File: config.mk
export PLATFORM = sky130hd
export DESIGN_NAME = trial_division_prime_test_core
export DESIGN_NICKNAME = d
export VERILOG_FILES = /design/src/rtl/tdpt_pkg.sv /design/src/rtl/trial_division_prime_test_core.sv
export SDC_FILE = /design/constraint.sdc
export NUM_CORES = 1
export LEC_CHECK = 0
export BUFFER_PORTS_ARGS = -buffer_cell sky130_fd_sc_hd__buf_2
export CAP_MARGIN = 20
export CORE_MARGIN = 2
export CORE_UTILIZATION = 30
export DETAILED_ROUTE_END_ITERATION = 8
export PLACE_DENSITY_LB_ADDON = 0.25
export SLEW_MARGIN = 30
export SYNTH_ARGS = -nofsm -noshare
export SYNTH_HDL_FRONTEND = slang
export SYNTH_SLANG_ARGS = --single-unit
File: constraint.sdc
create_clock -name clk -period 11.3 [get_ports clk]
set_input_delay 0.565 -clock clk [delete_from_list [all_inputs] [get_ports clk]]
set_output_delay 0.565 -clock clk [all_outputs]
set_load 0.005 [all_outputs]
File: src/rtl/tdpt_pkg.sv
// ----------------------------------------------------------------------------
// Trial division prime test: shared types and constants
// Sequencer states and the first trial divisor.
// ----------------------------------------------------------------------------
package tdpt_pkg;

  typedef enum logic [1:0] {
    ST_IDLE,
    ST_CHECK,
    ST_DIV
  } state_t;

  // Smallest trial divisor and its square
  localparam int unsigned FIRST_DIVISOR = 2;
  localparam int unsigned FIRST_SQUARE  = FIRST_DIVISOR * FIRST_DIVISOR;

endpackage

File: src/rtl/trial_division_prime_test_core.sv
// ----------------------------------------------------------------------------
// Trial division prime test core
// Tests one unsigned number for primality by trial division with a bit-serial
// restoring remainder unit.
// ----------------------------------------------------------------------------
//
//  Channel   Handshake            Signals
//  --------  -------------------  -------------------------------------------
//  input     start & !busy        candidate
//  result    done (one cycle)     tested_value, is_prime
//
//  Each trial divisor first compares d*d with the number in ST_CHECK, then
//  the remainder unit shifts in one dividend bit per cycle in ST_DIV. done
//  rises when a divisor divides the number, or, for a prime, when d*d passes
//  it; 0 and 1 return in the cycle after the transfer. Worst case at 27 bits
//  (a prime near 2^27) is 11584 divisors.
//  Synchronous reset returns the sequencer to idle. The receiver cannot
//  stall; done pulses for one cycle and a new item may transfer that cycle.
//
module trial_division_prime_test_core
  import tdpt_pkg::*;
#(
  parameter int VALUE_WIDTH = 27
) (
  input  logic                   clk,
  input  logic                   rst,
  input  logic                   start,
  input  logic [VALUE_WIDTH-1:0] candidate,
  output logic                   busy,
  output logic                   done,
  output logic [VALUE_WIDTH-1:0] tested_value,
  output logic                   is_prime
);

  localparam int DW = (VALUE_WIDTH + 1) / 2 + 1;  // divisor width
  localparam int SW = VALUE_WIDTH + 1;            // square width
  localparam int CW = $clog2(VALUE_WIDTH);        // bit counter width

  state_t state, state_next;

  logic [VALUE_WIDTH-1:0] value;
  logic [VALUE_WIDTH-1:0] dividend;
  logic [DW-1:0]          divisor;
  logic [SW-1:0]          square;
  logic [DW-1:0]          rem;
  logic [CW-1:0]          bit_cnt;

  logic [DW:0]   trial;
  logic [DW:0]   trial_sub;
  logic          trial_ge;
  logic [DW-1:0] rem_step;
  logic          last_bit;
  logic          square_over;
  logic          small_value;

  // Next value of the restoring step
  assign trial     = {rem, dividend[VALUE_WIDTH-1]};
  assign trial_ge  = trial >= {1'b0, divisor};
  assign trial_sub = trial - {1'b0, divisor};
  assign rem_step  = trial_ge ? trial_sub[DW-1:0] : trial[DW-1:0];
  assign last_bit  = bit_cnt == CW'(VALUE_WIDTH - 1);

  assign square_over = square > {1'b0, value};
  assign small_value = candidate < VALUE_WIDTH'(FIRST_DIVISOR);

  assign busy         = state != ST_IDLE;
  assign tested_value = value;

  always_ff @(posedge clk) begin
    if (rst) begin
      state <= ST_IDLE;
    end else begin
      state <= state_next;
    end
  end

  always_comb begin
    state_next = state;
    unique case (state)
      ST_IDLE: begin
        if (start && !small_value) begin
          state_next = ST_CHECK;
        end
      end
      ST_CHECK: begin
        state_next = square_over ? ST_IDLE : ST_DIV;
      end
      ST_DIV: begin
        if (last_bit) begin
          state_next = (rem_step == '0) ? ST_IDLE : ST_CHECK;
        end
      end
      default: state_next = ST_IDLE;
    endcase
  end

  // Result strobe and flag
  always_ff @(posedge clk) begin
    if (rst) begin
      done     <= 1'b0;
      is_prime <= 1'b0;
    end else begin
      done <= 1'b0;
      unique case (state)
        ST_IDLE: begin
          if (start && small_value) begin
            done     <= 1'b1;
            is_prime <= 1'b0;
          end
        end
        ST_CHECK: begin
          if (square_over) begin
            done     <= 1'b1;
            is_prime <= 1'b1;
          end
        end
        ST_DIV: begin
          if (last_bit && rem_step == '0) begin
            done     <= 1'b1;
            is_prime <= 1'b0;
          end
        end
        default: done <= 1'b0;
      endcase
    end
  end

  // Datapath
  always_ff @(posedge clk) begin
    unique case (state)
      ST_IDLE: begin
        if (start) begin
          value   <= candidate;
          divisor <= DW'(FIRST_DIVISOR);
          square  <= SW'(FIRST_SQUARE);
        end
      end
      ST_CHECK: begin
        dividend <= value;
        rem      <= '0;
        bit_cnt  <= '0;
      end
      ST_DIV: begin
        rem      <= rem_step;
        dividend <= {dividend[VALUE_WIDTH-2:0], 1'b0};
        bit_cnt  <= bit_cnt + 1'b1;
        if (last_bit) begin
          // advance: (d+1)^2 = d^2 + 2d + 1
          divisor <= divisor + 1'b1;
          square  <= square + SW'({divisor, 1'b1});
        end
      end
      default: rem <= '0;
    endcase
  end

endmodule

# == Word-level counts from Yosys, hierarchy flattened ==
# Cells that the tools add are included.
# totals
out_inout_bits,30
regBits,121
wordCells,62
inputBits,30
# classes
eq_ne,9
muxes,23
n_reduce_logical,14
add_sub_neg,4
magnitude_cmp,3
# op_table
operator,count
$pmux 15 s2,2
$mux 28,2
$pmux 28 s2,1
$pmux 27 s2,1
$mux 15,3
$add 28x16->28,1
$gt 28x27->1,1
$lt 27x2->1 const B,1
$ge 16x15->1,1
$add 15x1->15 const B,1
$logic_not 15->1,1
$sub 15x15->15,1
$ne 2x2->1 const B,6
$pmux 5 s2,1
$mux 1,7
$mux 2,3
$pmux 1 s3,2
$pmux 2 s3,1
$reduce_bool 2->1,3
$add 5x1->5 const B,1
$eq 5x5->1 const B,1
$reduce_and 2->1,2
$reduce_and 4->1,1
$logic_and 1x1->1,3
other kinds (6),6

# == Logic depth before layout (Yosys ltp) ==
# logic_depth
word_depth,6
ltp_mapped,13
ltp_nobuf,12

# == Worst setup path before layout ==
# Ideal clock, no wire load.
# synth_timing
kind,register to register
startpoint,register state[0]
endpoint,register divisor[0] (enable)
path_stages_with_launch,6
t_required_ps,10856
synth_period_minus_slack_ps,3699
setup_ps,444
setup_slack_ps,7601
t_arrival_ps,3255
path_buffers,0
cell_sequence,dfxtp_1 > inv_1 > ha_1 > and2_1 > a21oi_1 > nor2_1
# synth_between
elab_chain_cells,3
word_cells_on_any_way,6
cone_classes,eq/ne: 3; reduce/logical: 3
# synth_rtl
item,line,source
"start, declared",trial_division_prime_test_core.sv:39,"state_t state, state_next;"
"start signal, assigned",trial_division_prime_test_core.sv:73,state <= state_next;
$eq 2x2->1 or $logic_not 2->1 (tied branches),trial_division_prime_test_core.sv:130,unique case (state)
$ne 2x2->1 (no source line) or $reduce_bool 2->1 (tied branches),n/a,
$reduce_and 3->1 (no source line) *,n/a,
"end signal, assigned",trial_division_prime_test_core.sv:134,divisor <= DW'(FIRST_DIVISOR);
"end signal, assigned",trial_division_prime_test_core.sv:149,divisor <= divisor + 1'b1;
"end, declared",trial_division_prime_test_core.sv:43,logic [DW-1:0] divisor;
# Mark *: on every way between the ends. The rest lies on a longest branch, timed or not.
# A chain may end at the register's enable or synchronous reset.

# == Worst setup path after layout ==
# layout_timing
startpoint,register divisor[0]
endpoint,register state[0]
# layout_between
elab_chain_cells,6
word_cells_on_any_way,7
cone_classes,add/sub: 1; order compare: 1; mux: 4; reduce/logical: 1
# layout_rtl
item,line,source
$sub 15x15->15 or $ge 16x15->1 (tied branches),"trial_division_prime_test_core.sv:59, trial_division_prime_test_core.sv:58",
$mux 15 *,trial_division_prime_test_core.sv:60,assign rem_step = trial_ge ? trial_sub[DW-1:0] : trial[DW-1:0];
$logic_not 15->1 *,trial_division_prime_test_core.sv:90,state_next = (rem_step == '0) ? ST_IDLE : ST_CHECK;
$mux 1 *,trial_division_prime_test_core.sv:90,
$mux 2 *,trial_division_prime_test_core.sv:89,if (last_bit) begin
$pmux 2 s3 *,trial_division_prime_test_core.sv:79,unique case (state)
# Mark *: on every way between the ends. The rest lies on a longest branch, timed or not. The select of a mux whose other input is x is not followed.

==> results.toml <==
[floorplanning]
die_h_um = 162.9
die_area_um2 = 26540
io_pins = 60
die_x_um = 162.9
rows = 58
start_util_pct = 30.35
fp.coreArea_um2 = 24960

[sta]
max_freq_mhz = 272.1
slew_viol_final = 0
worst_slew_pin_slew_ns = 0.8299
tns_ns = 0
timing.final.ws_setup_ns = 7.624
finClkSkew_ns = 0.01125
slew_headroom_pct = 44.20
post-route-min-period_ns = 3.676
finalSetupViolCount = 0
period_share_pct = 32.53
hold_violations = 0
rsz0062_at_grt = "false"

[logic_synthesis]
ys_seq_area_share_pct = 47.42
synth.area.top_cells = "edfxtp_1, ha_1, o21ai_0"
synth_flop_cell = "edfxtp_1"
synth_top_cell_by_area = "edfxtp_1"
mappedNetlistArea_um2 = 7577
synth_cells = 751
synth_edf_count = 117
synth.top_cell.area_share_pct = 46.37
syn-mean-instance-area_um2 = 10.09
synth_warnings = 0
synthArstFlopShare_pct = 0
syn-num-nets = 847
synth.distinct_cells = 71
ys_ff_latch = 121

[critical_path]
r2r_cells = 11
required_ns = 11.61
crit_type = "reg2reg"
cp_max_fo = 20
end_kind = "register"
crit_path_cell_trace = "ha_1, fa_1, nand2b_2, a21oi_4, and4b_1, o21a_1, or3b_1, a221o_1, o41ai_2, a21oi_1, o21ba_1"
max_stage_delay_ns = 0.50
worst_setup_path_start_kind = "register"
cp.arrival_ns = 3.99
crit_slowest_cell = "edfxtp_1"

[route]
antenna_left = 0
routedWlPerCell_um = 15.80
wl_um = 18230
num_vias = 5777
dr.pass1.iters = 5
avgViaCountPerCell = 5.006
first_iter_violations = 391
post-route-drc-count = 0

[cells_and_area]
final_cell_mix = "edfxtp_1, nand2_1, ha_1"
fin_util_pct = 35.51
fill_cells = 2606
layout_commonest_cell = "edfxtp_1"
instances_no_fill = 1154
finalInstanceArea_um2 = 8865
antenna_cells = 0
final_net_count = 907
multi_input_area_um2 = 3651
ff_latch_area_um2 = 3593
drive_gt1_share_pct = 13.71
area_growth_pct = 16.99

[place]
pre_cts_ws_ns = 7.632
portBuffers = 59
dp_hpwl_um = 13310
gp_congestion = 0.8228
dpl-instance-area_um2 = 8237
placedCellCount = 1122

[clocking]
numCtsBuffers = 17
clk_path_buf_depth = 2
path_clk_slew_ns = 0.06
cts_tree = "done"
cts_sinks = 121
cts_resized = 0
insertion_delay_ns = 0.42
htree_levels = 4
root_buffer = "clkbuf_16"
ctsHoldBuffers = 0
post_cts_buffers = 0

[power_and_ir_drop]
leakage_uw = 0.003453
powerDensity_nw_per_um2 = 188.1
ir_worst_vdd_mv = 0.1012

[grt]
grt_max_degree = 77
first_global_vias = 5764
grt.total_usage_pct = 14.52
grt_pass1_wl_um = 30100
antenna_found_initial = 0
overflow = 0

[min_path]
hold-path-cell-count = 1
hold_class = "in2reg"

[run_status]
outcome = "finished, final reports clean"

[job]
maxCapViolCount = 0
-- metal layers --
layer  vias up  part of all wire [%]  global-route usage [%]
met2       122                    47                   23.38
met1      2752                    48                   19.60
met3        23                   3.5                   3.005
met4         0                   1.8                   4.545
li1       2880                     -                       -
met5         -                     0                       0
-- cell families after synthesis --
kind of cell	synth area share [%]
buffers and inverters	4.524
adders and majority gates	11.10
muxes	1.205
AOI/OAI and AO/OA	13.87
xor gates and xnor gates	3.583
DFF	47.42
and+or+nand+nor	18.30
-- worst max-delay path: cells and delay by family (launching register included) --
family,cells,cell delay [ns]
flip-flops,1,0.50
AND/OR/NAND/NOR,3,0.90
AO/OA/AOI/OAI,6,1.52
adder cells (fa/ha/maj),2,0.65
-- sequential cells by signal, indices dropped and copies added (netlist names) --
signal and count:
tested_value 27, divisor 15, bit_cnt 5, square 28, done 1, is_prime 1
rem 15, state 2, dividend 27
-- path summary, 6_finish.rpt --
kind                                    end  slack, ns                startpoint
hold / removal    tested_value[0]$_DFFE_PP_       0.32              candidate[0]
hold reg to reg       is_prime$_SDFFE_PP0P_       0.47     is_prime$_SDFFE_PP0P_
setup reg to reg      state[0]$_SDFFE_PP0P_       7.62  divisor[0]$_SDFFCE_PN0P_
setup / recovery      state[0]$_SDFFE_PP0P_       7.62  divisor[0]$_SDFFCE_PN0P_
-- report_power, final --
part	total [uW]	switching, uW	internal [uW]
logic	455	281	174
clock network	587	230	357
registers	625	47.0	578
-- final cells by class --
class | count | share of cell area (%)
clock buffers | 17 | 4.799
inverters | 63 | 2.696
clock inverters | 15 | 2.287
repair buffers | 65 | 3.839
well taps | 330 | 4.658
flip-flops and latches | 121 | 40.54
multi-input cells | 543 | 41.19
-- stage by stage --
step | hold slack, ns | power, uW
6_report | 0.3179 | 1667
5_1_grt | 0.2954 | 1768
4_1_cts | 0.3030 | 1681
3_5_place_dp | 0.4710 | 1086
3_3_place_gp | 0.4694 | 1089
2_1_floorplan | 0.4676 | 958.9
-- cell usage after synthesis, drive strengths merged (3+ instances only) --
| library cell | number |
|---|---|
| nor3b | 6 |
| nand4b | 6 |
| xnor2 | 21 |
| and3 | 7 |
| a211oi | 8 |
| and2 | 6 |
| o21a | 6 |
| inv | 63 |
| nand2b | 21 |
| edfxtp | 117 |
| a221oi | 3 |
| a21o | 14 |
| mux2i | 8 |
| nand2 | 68 |
| a211o | 5 |
| nor4 | 11 |
| nor2b | 11 |
| nand3 | 23 |
| buf | 7 |
| ha | 64 |
| xor2 | 10 |
| or3 | 5 |
| or2 | 5 |
| and4 | 3 |
| nor2 | 62 |
| nand4 | 15 |
| a21oi | 47 |
| dfxtp | 4 |
| or4 | 3 |
| nor3 | 14 |
| o21ai | 53 |
| clkbuf | 17 |
No activity file was read; power rests on OpenSTA's default activity.
